`src/hw/rtl/aes_ctr_pkg.sv`:
```
// Shared types, constants and AES helper functions for the AES-128 CTR block.
package aes_ctr_pkg;

  localparam int unsigned NonceBytesDefault = 8;
  localparam int unsigned FifoDepthDefault  = 2;
  localparam int unsigned NumRounds         = 10;

  typedef enum logic [1:0] {
    CFG_KEY_HIGH = 2'd0,
    CFG_KEY_LOW  = 2'd1,
    CFG_NONCE    = 2'd2
  } cfg_idx_e;

  // One job handed from the front end to the cipher engine.
  typedef struct packed {
    logic [127:0] ctr_blk;
    logic [127:0] data;
    logic         eom;
  } job_t;

  function automatic logic [7:0] sbox(input logic [7:0] a);
    logic [7:0] t [256];
    t = '{
      8'h63,8'h7c,8'h77,8'h7b,8'hf2,8'h6b,8'h6f,8'hc5,8'h30,8'h01,8'h67,8'h2b,8'hfe,8'hd7,8'hab,8'h76,
      8'hca,8'h82,8'hc9,8'h7d,8'hfa,8'h59,8'h47,8'hf0,8'had,8'hd4,8'ha2,8'haf,8'h9c,8'ha4,8'h72,8'hc0,
      8'hb7,8'hfd,8'h93,8'h26,8'h36,8'h3f,8'hf7,8'hcc,8'h34,8'ha5,8'he5,8'hf1,8'h71,8'hd8,8'h31,8'h15,
      8'h04,8'hc7,8'h23,8'hc3,8'h18,8'h96,8'h05,8'h9a,8'h07,8'h12,8'h80,8'he2,8'heb,8'h27,8'hb2,8'h75,
      8'h09,8'h83,8'h2c,8'h1a,8'h1b,8'h6e,8'h5a,8'ha0,8'h52,8'h3b,8'hd6,8'hb3,8'h29,8'he3,8'h2f,8'h84,
      8'h53,8'hd1,8'h00,8'hed,8'h20,8'hfc,8'hb1,8'h5b,8'h6a,8'hcb,8'hbe,8'h39,8'h4a,8'h4c,8'h58,8'hcf,
      8'hd0,8'hef,8'haa,8'hfb,8'h43,8'h4d,8'h33,8'h85,8'h45,8'hf9,8'h02,8'h7f,8'h50,8'h3c,8'h9f,8'ha8,
      8'h51,8'ha3,8'h40,8'h8f,8'h92,8'h9d,8'h38,8'hf5,8'hbc,8'hb6,8'hda,8'h21,8'h10,8'hff,8'hf3,8'hd2,
      8'hcd,8'h0c,8'h13,8'hec,8'h5f,8'h97,8'h44,8'h17,8'hc4,8'ha7,8'h7e,8'h3d,8'h64,8'h5d,8'h19,8'h73,
      8'h60,8'h81,8'h4f,8'hdc,8'h22,8'h2a,8'h90,8'h88,8'h46,8'hee,8'hb8,8'h14,8'hde,8'h5e,8'h0b,8'hdb,
      8'he0,8'h32,8'h3a,8'h0a,8'h49,8'h06,8'h24,8'h5c,8'hc2,8'hd3,8'hac,8'h62,8'h91,8'h95,8'he4,8'h79,
      8'he7,8'hc8,8'h37,8'h6d,8'h8d,8'hd5,8'h4e,8'ha9,8'h6c,8'h56,8'hf4,8'hea,8'h65,8'h7a,8'hae,8'h08,
      8'hba,8'h78,8'h25,8'h2e,8'h1c,8'ha6,8'hb4,8'hc6,8'he8,8'hdd,8'h74,8'h1f,8'h4b,8'hbd,8'h8b,8'h8a,
      8'h70,8'h3e,8'hb5,8'h66,8'h48,8'h03,8'hf6,8'h0e,8'h61,8'h35,8'h57,8'hb9,8'h86,8'hc1,8'h1d,8'h9e,
      8'he1,8'hf8,8'h98,8'h11,8'h69,8'hd9,8'h8e,8'h94,8'h9b,8'h1e,8'h87,8'he9,8'hce,8'h55,8'h28,8'hdf,
      8'h8c,8'ha1,8'h89,8'h0d,8'hbf,8'he6,8'h42,8'h68,8'h41,8'h99,8'h2d,8'h0f,8'hb0,8'h54,8'hbb,8'h16
    };
    return t[a];
  endfunction

  function automatic logic [7:0] xtime(input logic [7:0] b);
    return {b[6:0], 1'b0} ^ (b[7] ? 8'h1b : 8'h00);
  endfunction

  // Byte i of a 128-bit block sits at bits 127-8i .. 120-8i.
  function automatic logic [7:0] byte_of(input logic [127:0] s, input int unsigned i);
    return s[127-8*i -: 8];
  endfunction

  function automatic logic [127:0] aes_round(input logic [127:0] s, input logic [127:0] rk,
                                              input logic last);
    logic [7:0] sb [16];
    logic [7:0] sr [16];
    logic [7:0] a0, a1, a2, a3;
    logic [127:0] r;
    for (int i = 0; i < 16; i++) sb[i] = sbox(byte_of(s, i));
    for (int c = 0; c < 4; c++)
      for (int w = 0; w < 4; w++) sr[w + 4*c] = sb[w + 4*((c + w) % 4)];
    for (int c = 0; c < 4; c++) begin
      a0 = sr[4*c]; a1 = sr[4*c+1]; a2 = sr[4*c+2]; a3 = sr[4*c+3];
      if (!last) begin
        sr[4*c]   = xtime(a0) ^ xtime(a1) ^ a1 ^ a2 ^ a3;
        sr[4*c+1] = a0 ^ xtime(a1) ^ xtime(a2) ^ a2 ^ a3;
        sr[4*c+2] = a0 ^ a1 ^ xtime(a2) ^ xtime(a3) ^ a3;
        sr[4*c+3] = xtime(a0) ^ a0 ^ a1 ^ a2 ^ xtime(a3);
      end
    end
    for (int i = 0; i < 16; i++) r[127-8*i -: 8] = sr[i];
    return r ^ rk;
  endfunction

  function automatic logic [127:0] next_rkey(input logic [127:0] k, input logic [7:0] rc);
    logic [31:0] w0, w1, w2, w3, t;
    w0 = k[127:96]; w1 = k[95:64]; w2 = k[63:32]; w3 = k[31:0];
    t = {sbox(w3[23:16]) ^ rc, sbox(w3[15:8]), sbox(w3[7:0]), sbox(w3[31:24])};
    w0 = w0 ^ t; w1 = w1 ^ w0; w2 = w2 ^ w1; w3 = w3 ^ w2;
    return {w0, w1, w2, w3};
  endfunction

endpackage

```
`src/hw/rtl/aes_ctr_front.sv`:
```
// Front end: counts blocks, builds counter blocks and queues jobs for the engine.
module aes_ctr_front import aes_ctr_pkg::*; #(
  parameter int unsigned NonceBytes = NonceBytesDefault,
  parameter int unsigned FifoDepth  = FifoDepthDefault
) (
  input  logic        clk_i,
  input  logic        rst_ni,
  input  logic        in_valid,
  output logic        in_ready,
  input  logic [63:0] data_high_i,
  input  logic [63:0] data_low_i,
  input  logic        start_of_message_i,
  input  logic        end_of_message_i,
  input  logic [63:0] nonce_i,
  output logic        job_valid_o,
  input  logic        job_ready_i,
  output job_t        job_o
);
  localparam int unsigned PtrW = (FifoDepth > 1) ? $clog2(FifoDepth) : 1;
  localparam int unsigned CntW = $clog2(FifoDepth + 1);

  logic [63:0] blk_cnt_q, blk_cnt_d, cnt_use;
  logic [127:0] ctr_blk;
  job_t        mem_q [FifoDepth];
  logic [PtrW-1:0] wr_q, rd_q;
  logic [CntW-1:0] cnt_q;
  logic push, pop;

  assign cnt_use = start_of_message_i ? 64'd0 : blk_cnt_q;

  // Byte selects are masked to 0..7 so the unused arm never indexes out of range.
  always_comb begin
    for (int i = 0; i < 16; i++) begin
      if (i < NonceBytes) ctr_blk[127-8*i -: 8] = (i < 8) ? nonce_i[63-8*(i & 7) -: 8] : 8'h00;
      else ctr_blk[127-8*i -: 8] = ((15 - i) < 8) ? cnt_use[8*((15-i) & 7) +: 8] : 8'h00;
    end
  end

  assign in_ready    = (cnt_q != CntW'(FifoDepth));
  assign push        = in_valid && in_ready;
  assign job_valid_o = (cnt_q != '0);
  assign pop         = job_valid_o && job_ready_i;
  assign job_o       = mem_q[rd_q];
  assign blk_cnt_d   = cnt_use + 64'd1;

  always_ff @(posedge clk_i or negedge rst_ni) begin
    if (!rst_ni) begin
      blk_cnt_q <= '0;
      wr_q <= '0;
      rd_q <= '0;
      cnt_q <= '0;
    end else begin
      if (push) begin
        blk_cnt_q <= blk_cnt_d;
        wr_q <= (wr_q == PtrW'(FifoDepth - 1)) ? '0 : wr_q + 1'b1;
      end
      if (pop) rd_q <= (rd_q == PtrW'(FifoDepth - 1)) ? '0 : rd_q + 1'b1;
      cnt_q <= cnt_q + CntW'(push) - CntW'(pop);
    end
  end

  always_ff @(posedge clk_i) begin
    if (push) mem_q[wr_q] <= '{ctr_blk: ctr_blk, data: {data_high_i, data_low_i},
                                eom: end_of_message_i};
  end

  a_cnt_range: assert property (@(posedge clk_i) disable iff (!rst_ni)
    cnt_q <= CntW'(FifoDepth)) else $error("queue count overflow");
  a_cnt_up: assert property (@(posedge clk_i) disable iff (!rst_ni)
    push && !pop |=> cnt_q == CntW'($past(cnt_q) + 1'b1)) else $error("push lost");
  a_cnt_down: assert property (@(posedge clk_i) disable iff (!rst_ni)
    !push && pop |=> cnt_q == CntW'($past(cnt_q) - 1'b1)) else $error("pop lost");
endmodule

```
`config.mk`:
```
export PLATFORM = sky130hd
export DESIGN_NAME = aes_ctr_front
export DESIGN_NICKNAME = d
export VERILOG_FILES = /design/src/hw/rtl/aes_ctr_pkg.sv /design/src/hw/rtl/aes_ctr_front.sv
export SDC_FILE = /design/constraint.sdc
export NUM_CORES = 1
export LEC_CHECK = 0
export ABC_AREA = 1
export BUFFER_PORTS_ARGS = -buffer_cell sky130_fd_sc_hd__buf_2
export CORE_MARGIN = 4
export CORE_UTILIZATION = 45
export CTS_BUF_LIST = sky130_fd_sc_hd__clkbuf_16
export DETAILED_ROUTE_END_ITERATION = 8
export GPL_ROUTABILITY_DRIVEN = 1
export PLACE_DENSITY = 0.64
export SETUP_SLACK_MARGIN = 0.05
export SYNTH_ARGS = -nofsm -noshare
export SYNTH_HDL_FRONTEND = slang
export SYNTH_SLANG_ARGS = --single-unit
export TNS_END_PERCENT = 30
```
`constraint.sdc`:
```
create_clock -name clk_i -period 23.1 [get_ports clk_i]
set_clock_uncertainty 0.15 [all_clocks]
set_input_delay 3.465 -clock clk_i [delete_from_list [all_inputs] [get_ports clk_i]]
set_output_delay 3.465 -clock clk_i [all_outputs]
set_load 0.01 [all_outputs]
```
# --- Yosys cells after proc, flatten, opt, wreduce, memory -nomap -nowiden ---
# Memory sizes are Yosys's and may differ from the RTL's.
# Index checks and enable logic that the tools add are counted.
word_totals:
  ff_bits: 68
  latch_bits: 0
  ramBits: 514
  mem_bits_ro: 0
  in_bits: 198
  output_inout_bits: 259
  word_cells: 19
  memories: 1
mem_list:
  columns: ["memory", "words", "word_bits", "rd", "rd_clocked_by_memory_dff", "write_ports", "line", "rtl"]
  rows:
  - ["mem_q", 2, 257, 1, 0, 1, "aes_ctr_front.sv:24", "job_t mem_q [FifoDepth];"]
classes:
  addsub: 5
  mul: 0
  div_mod_pow: 0
  magnitude_cmp: 0
  n_eq_ne: 1
  shifts: 0
  n_mux: 5
  bitwise: 0
  reduce_logical: 3
op_table:
  columns: ["op", "n"]
  rows:
  - ["adder 64 x 1 -> 64 bit, second input constant", 1]
  - ["two-way mux 64 bit", 1]
  - ["two-way mux 1 bit", 4]
  - ["adder 1 bit, second input constant", 2]
  - ["adder 2 x 1 -> 2 bit", 1]
  - ["logical AND 1 bit", 2]
  - ["!= test 2 bit, second input constant", 1]
  - ["nonzero test 2 bit", 1]
  - ["subtractor 2 x 1 -> 2 bit", 1]

# --- Logic depth before layout (Yosys ltp) ---
depth:
  word_depth: 4
  mapped_depth: 15
  depth_no_buf: 12

# --- Worst setup path before layout ---
# Ideal clock, no wire load.
synth_path:
  path_kind: "in2reg"
  start: "input in_valid"
  end: "memory mem_q[1][0] in the netlist's numbering (enable)"
  setup_time_ns: 0.882
  t_arrival_ns: 14.267
  t_required_ns: 22.068
  path_slack_ns: 7.801
  stages: 2
  path_buffers: 0
  path_cell_list: "nand2_1 > nor2_1"
synth_between:
  elab_chain_len: 3
synth_rtl:
  columns: ["element", "line", "rtl"]
  rows:
  - ["start, declared", "aes_ctr_front.sv:8", "input logic in_valid,"]
  - ["logical AND 1 bit", "aes_ctr_front.sv:40", "assign push = in_valid && in_ready;"]
  - ["two-way mux 1 bit", "aes_ctr_front.sv:63", "if (push) mem_q[wr_q] <= '{ctr_blk: ctr_blk, data: {data_high_i, data_low_i},"]
  - ["two-way mux 1 bit (implied by the code)", "aes_ctr_front.sv:63", null]
  - ["end, declared", "aes_ctr_front.sv:24", null]
# Every way passes these cells.

==> results_dict.tcl <==
set metrics [dict create \
    design.final.nets 2781 \
    timing.max_cap.violations 0 \
    stdcell_area_sq_um 28500 \
    floorplan.io_pins 457 \
    status "finished, final reports clean" \
    core_area_sq_um 51600 \
    routed-via-count 16300 \
    worst_skew_pair.late_latency_ns 0.61 \
    drt_pre_antenna_iters 5 \
    cp_data_required_time_ns 19.49 \
    hpwlAfterDp_um 43200 \
    drive_gt1_frac 0.230 \
    ctsLongestPathBuffers 3 \
    grt_util_overall 0.215 \
    max_slew_margin 0.203 \
    power.ir.vdd_worst_mv 0.0789 \
    grt_max_degree 192 \
    synthAdderAreaFrac 0.00159 \
    antenna_found_initial 16 \
    number_of_global_route_vias_before_repair 15800 \
    route.detailed.wl_per_inst_um 18.8 \
    level_count_of_the_clock_h_tree 2 \
    synth.cell_area_sq_um 23600 \
    timing.final.crit_share 0.326 \
    reg2reg_setup_slack_ns 19.40 \
    cts_tree "built" \
    rsz0062_at_grt "no" \
    synth-xor-area-share 0.0119 \
    finalSetupTns_ns 0 \
    critPathKind "flip-flop to primary output" \
    number_of_enable_type_register_cells_in_the_synthesized_netlist 514 \
    chipWidth_um 237 \
    drt.antenna.violating_nets 0 \
    cts_post_setup_buffers_inserted 0 \
    clock_transition_time_at_the_flip_flop_clock_pins_of_the_worst_setup_and_hold_paths_ns 0.06 \
    viasPerCell 4.91 \
    synth_nets 2329 \
    grt_pass1_wl_um 93100 \
    timing.final.max_slew_violations 0 \
    end_kind "primary output" \
    critical_path.reg2reg.startpoint "cnt_q[1]$_DFF_PN0_" \
    detail_route.iter0.violations 1217 \
    r2r_end "mem_q[0][190]$_DFFE_PP_" \
    holdCritPathClass "flip-flop to flip-flop" \
    worst_hold_path.num_cells 1 \
    cts.sink_count 582 \
    worst-path-max-fanout 114 \
    ys_seq_area_frac 0.728 \
    synth_instances 2128 \
    worst-slew-pin-transition_ns 1.20 \
    total_leakage_power_nw 12.5 \
    syn_area_per_cell_sq_um 11.1 \
    maximum_clock_frequency_mhz 133 \
    drc 0 \
    synth.distinct_cells 32 \
    clock-root-buffer "sky130_fd_sc_hd__clkbuf_16" \
    postCtsResizedCells 0 \
    worst-r2r-cell-count 5 \
    startpoint_type "flip-flop" \
    die_area_sq_um 56100 \
    nFillCells 4356 \
    area_growth_from_synthesis_to_layout_pct 21.0 \
    dpl_cell_area_sq_um 26500 \
    post_route_wl_um 62300 \
    initial_utilization 0.456 \
    critPathArrivalTime_ns 3.91 \
    finalHoldViolCount 0 \
    synthSimpleGateAreaFrac 0.218 \
    finalSetupViolations 0 \
    muxShareOfSynthArea 0 \
    gpl.final_weighted_congestion 0.901 \
    total_number_of_placement_rows 83 \
    grt_overflow 0 \
    hold_buffers 0 \
    numCtsBuffers 59 \
    crit_path_start "rd_q$_DFFE_PN0P_" \
    io_buffer_count 456 \
    ys_seq_elements 582 \
    crit_end "job_o[191]" \
    pwr_density_cell_nw_per_um2 119 \
    synth_top_family_by_area "simple AND/OR/NAND/NOR gates" \
    async_reset_ff_frac 0.117 \
    synthesized_area_fraction_occupied_by_ao_oa_aoi_and_oai_cells 0.00452 \
    yosys_warnings 0 \
    synth_flop_cell "sky130_fd_sc_hd__edfxtp_1" \
    finalWorstPathRequiredPeriod_ns 7.52 \
    die-height_um 237 \
]
Yosys cell counts (2+ instances only):
cell                       instances  share of area
sky130_fd_sc_hd__nor2_1          132          0.021
sky130_fd_sc_hd__buf_2             2        0.00043
sky130_fd_sc_hd__clkbuf_1         64          0.010
sky130_fd_sc_hd__nand2_1        1032           0.16
sky130_fd_sc_hd__ha_1              3         0.0016
sky130_fd_sc_hd__edfxtp_1        514           0.66
sky130_fd_sc_hd__buf_4             3        0.00096
sky130_fd_sc_hd__buf_6             3         0.0014
sky130_fd_sc_hd__nand4_1           8         0.0021
sky130_fd_sc_hd__o21ai_1           2        0.00043
sky130_fd_sc_hd__nand3_1          70          0.015
sky130_fd_sc_hd__nor3_1            4        0.00085
sky130_fd_sc_hd__o21ai_0           5         0.0011
sky130_fd_sc_hd__o21bai_1          7         0.0022
sky130_fd_sc_hd__nand2_2           4         0.0011
sky130_fd_sc_hd__inv_1           131          0.021
sky130_fd_sc_hd__nand3_2          10         0.0043
sky130_fd_sc_hd__clkinv_1          2        0.00032
sky130_fd_sc_hd__xnor2_1          14         0.0052
sky130_fd_sc_hd__nor2_4            8         0.0038
sky130_fd_sc_hd__nor2_2           15         0.0040
sky130_fd_sc_hd__xor2_1           18         0.0067
sky130_fd_sc_hd__dfrtp_1          68          0.072
cells by family (layout without fill, tap and decap cells):
kind of cell | count (synthesis) | in the layout
buf+inv | 210 | 712
fa+ha+maj | 3 | 3
compound gates | 15 | 15
simple gates | 1286 | 1286
other cells | 0 | 14
flops | 582 | 582
xor+xnor | 32 | 32
cell usage in the layout, fill, tap and decap left out:
cell type / n
sky130_fd_sc_hd__xnor2_1: 14
sky130_fd_sc_hd__nand2_2: 5
sky130_fd_sc_hd__nor3_1: 4
sky130_fd_sc_hd__nand3_2: 10
sky130_fd_sc_hd__dfrtp_4: 1
sky130_fd_sc_hd__ha_1: 3
sky130_fd_sc_hd__nand4_1: 8
sky130_fd_sc_hd__dfrtp_1: 67
sky130_fd_sc_hd__nor2_2: 15
sky130_fd_sc_hd__diode_2: 14
sky130_fd_sc_hd__inv_6: 4
sky130_fd_sc_hd__clkinv_4: 3
sky130_fd_sc_hd__clkinv_2: 15
sky130_fd_sc_hd__nand3_1: 70
sky130_fd_sc_hd__a21boi_4: 1
sky130_fd_sc_hd__clkbuf_16: 59
sky130_fd_sc_hd__inv_16: 1
sky130_fd_sc_hd__o21ai_0: 5
sky130_fd_sc_hd__or2_2: 1
sky130_fd_sc_hd__o21bai_1: 7
sky130_fd_sc_hd__clkinv_1: 11
sky130_fd_sc_hd__bufinv_16: 9
sky130_fd_sc_hd__and3_1: 1
sky130_fd_sc_hd__nor2_4: 10
sky130_fd_sc_hd__buf_12: 3
sky130_fd_sc_hd__xor2_1: 18
sky130_fd_sc_hd__nor2_1: 130
sky130_fd_sc_hd__nand4_4: 1
sky130_fd_sc_hd__inv_2: 1
sky130_fd_sc_hd__buf_2: 456
sky130_fd_sc_hd__clkinvlp_4: 1
sky130_fd_sc_hd__nand2_1: 1031
sky130_fd_sc_hd__inv_1: 141
sky130_fd_sc_hd__o21ai_1: 2
sky130_fd_sc_hd__inv_8: 1
sky130_fd_sc_hd__edfxtp_1: 514
sky130_fd_sc_hd__buf_4: 7
power by group:
part | total (mW) | internal (mW) | switching (mW) | leakage, nW
registers | 1.46 | 1.39 | 0.0695 | 5.78
clock network | 0.964 | 0.567 | 0.397 | 1.02
logic | 0.977 | 0.290 | 0.687 | 5.67
sequential cells by signal, indices dropped and copies added (netlist names):
| name | flops |
|---|---|
| mem_q | 514 |
| blk_cnt_q | 64 |
| cnt_q | 2 |
| rd_q | 1 |
| wr_q | 1 |
critical path, stage by stage (launching register included):
cell and delay (ns):
sky130_fd_sc_hd__dfrtp_4 0.77, sky130_fd_sc_hd__inv_8 0.59, sky130_fd_sc_hd__buf_4 0.88, sky130_fd_sc_hd__buf_4 0.57, sky130_fd_sc_hd__nand2_1 0.13, sky130_fd_sc_hd__nand2_1 0.09, sky130_fd_sc_hd__buf_2 0.13
how the worst min path moves through the flow:
| stage | startpoint | endpoint | slack (ns) |
|---|---|---|---|
| floorplan | blk_cnt_q[0]$_DFFE_PN0P_ | blk_cnt_q[0]$_DFFE_PN0P_ | 0.30 |
| global placement | blk_cnt_q[0]$_DFFE_PN0P_ | blk_cnt_q[0]$_DFFE_PN0P_ | 0.33 |
| detailed placement | blk_cnt_q[5]$_DFFE_PN0P_ | blk_cnt_q[5]$_DFFE_PN0P_ | 0.36 |
| CTS | blk_cnt_q[5]$_DFFE_PN0P_ | blk_cnt_q[5]$_DFFE_PN0P_ | 0.37 |
| global route | cnt_q[0]$_DFF_PN0_ | cnt_q[0]$_DFF_PN0_ | 0.41 |
| finish | blk_cnt_q[5]$_DFFE_PN0P_ | blk_cnt_q[5]$_DFFE_PN0P_ | 0.37 |
per-stage QoR:
step,hold WS (ns),utilization,instances,total power [mW],setup WS [ns]
global placement,0.329,0.513,3199,2.46,16.27
finish,0.369,0.552,3324,3.40,15.58
floorplan,0.303,-,2128,2.10,7.80
detailed placement,0.362,0.513,3199,2.48,16.17
CTS,0.372,0.551,3310,3.45,15.49
global route,0.407,0.552,3319,3.59,15.27
cell type report:
class	instances	area, sq um	share of cell area
timing repair buffer	466	2390	0.0841
inverter	135	519	0.0182
multi-input combinational	1336	5570	0.196
antenna	14	35.0	0.00123
sequential	582	17100	0.602
clock inverter	52	500	0.0176
clock buffer	59	1480	0.0518
tap	680	851	0.0299
routing by layer:
| metal | global-route usage | wire, um | part of all wire | vias to the layer above |
|---|---|---|---|---|
| met5 | 0 | 80 | 0.0013 | - |
| met4 | 0.0945 | 2680 | 0.043 | 12 |
| met3 | 0.0511 | 4530 | 0.073 | 154 |
| met2 | 0.373 | 31600 | 0.51 | 570 |
| met1 | 0.257 | 23400 | 0.38 | 7741 |
| li1 | - | - | - | 7839 |
(Power assumes the default switching activity.)
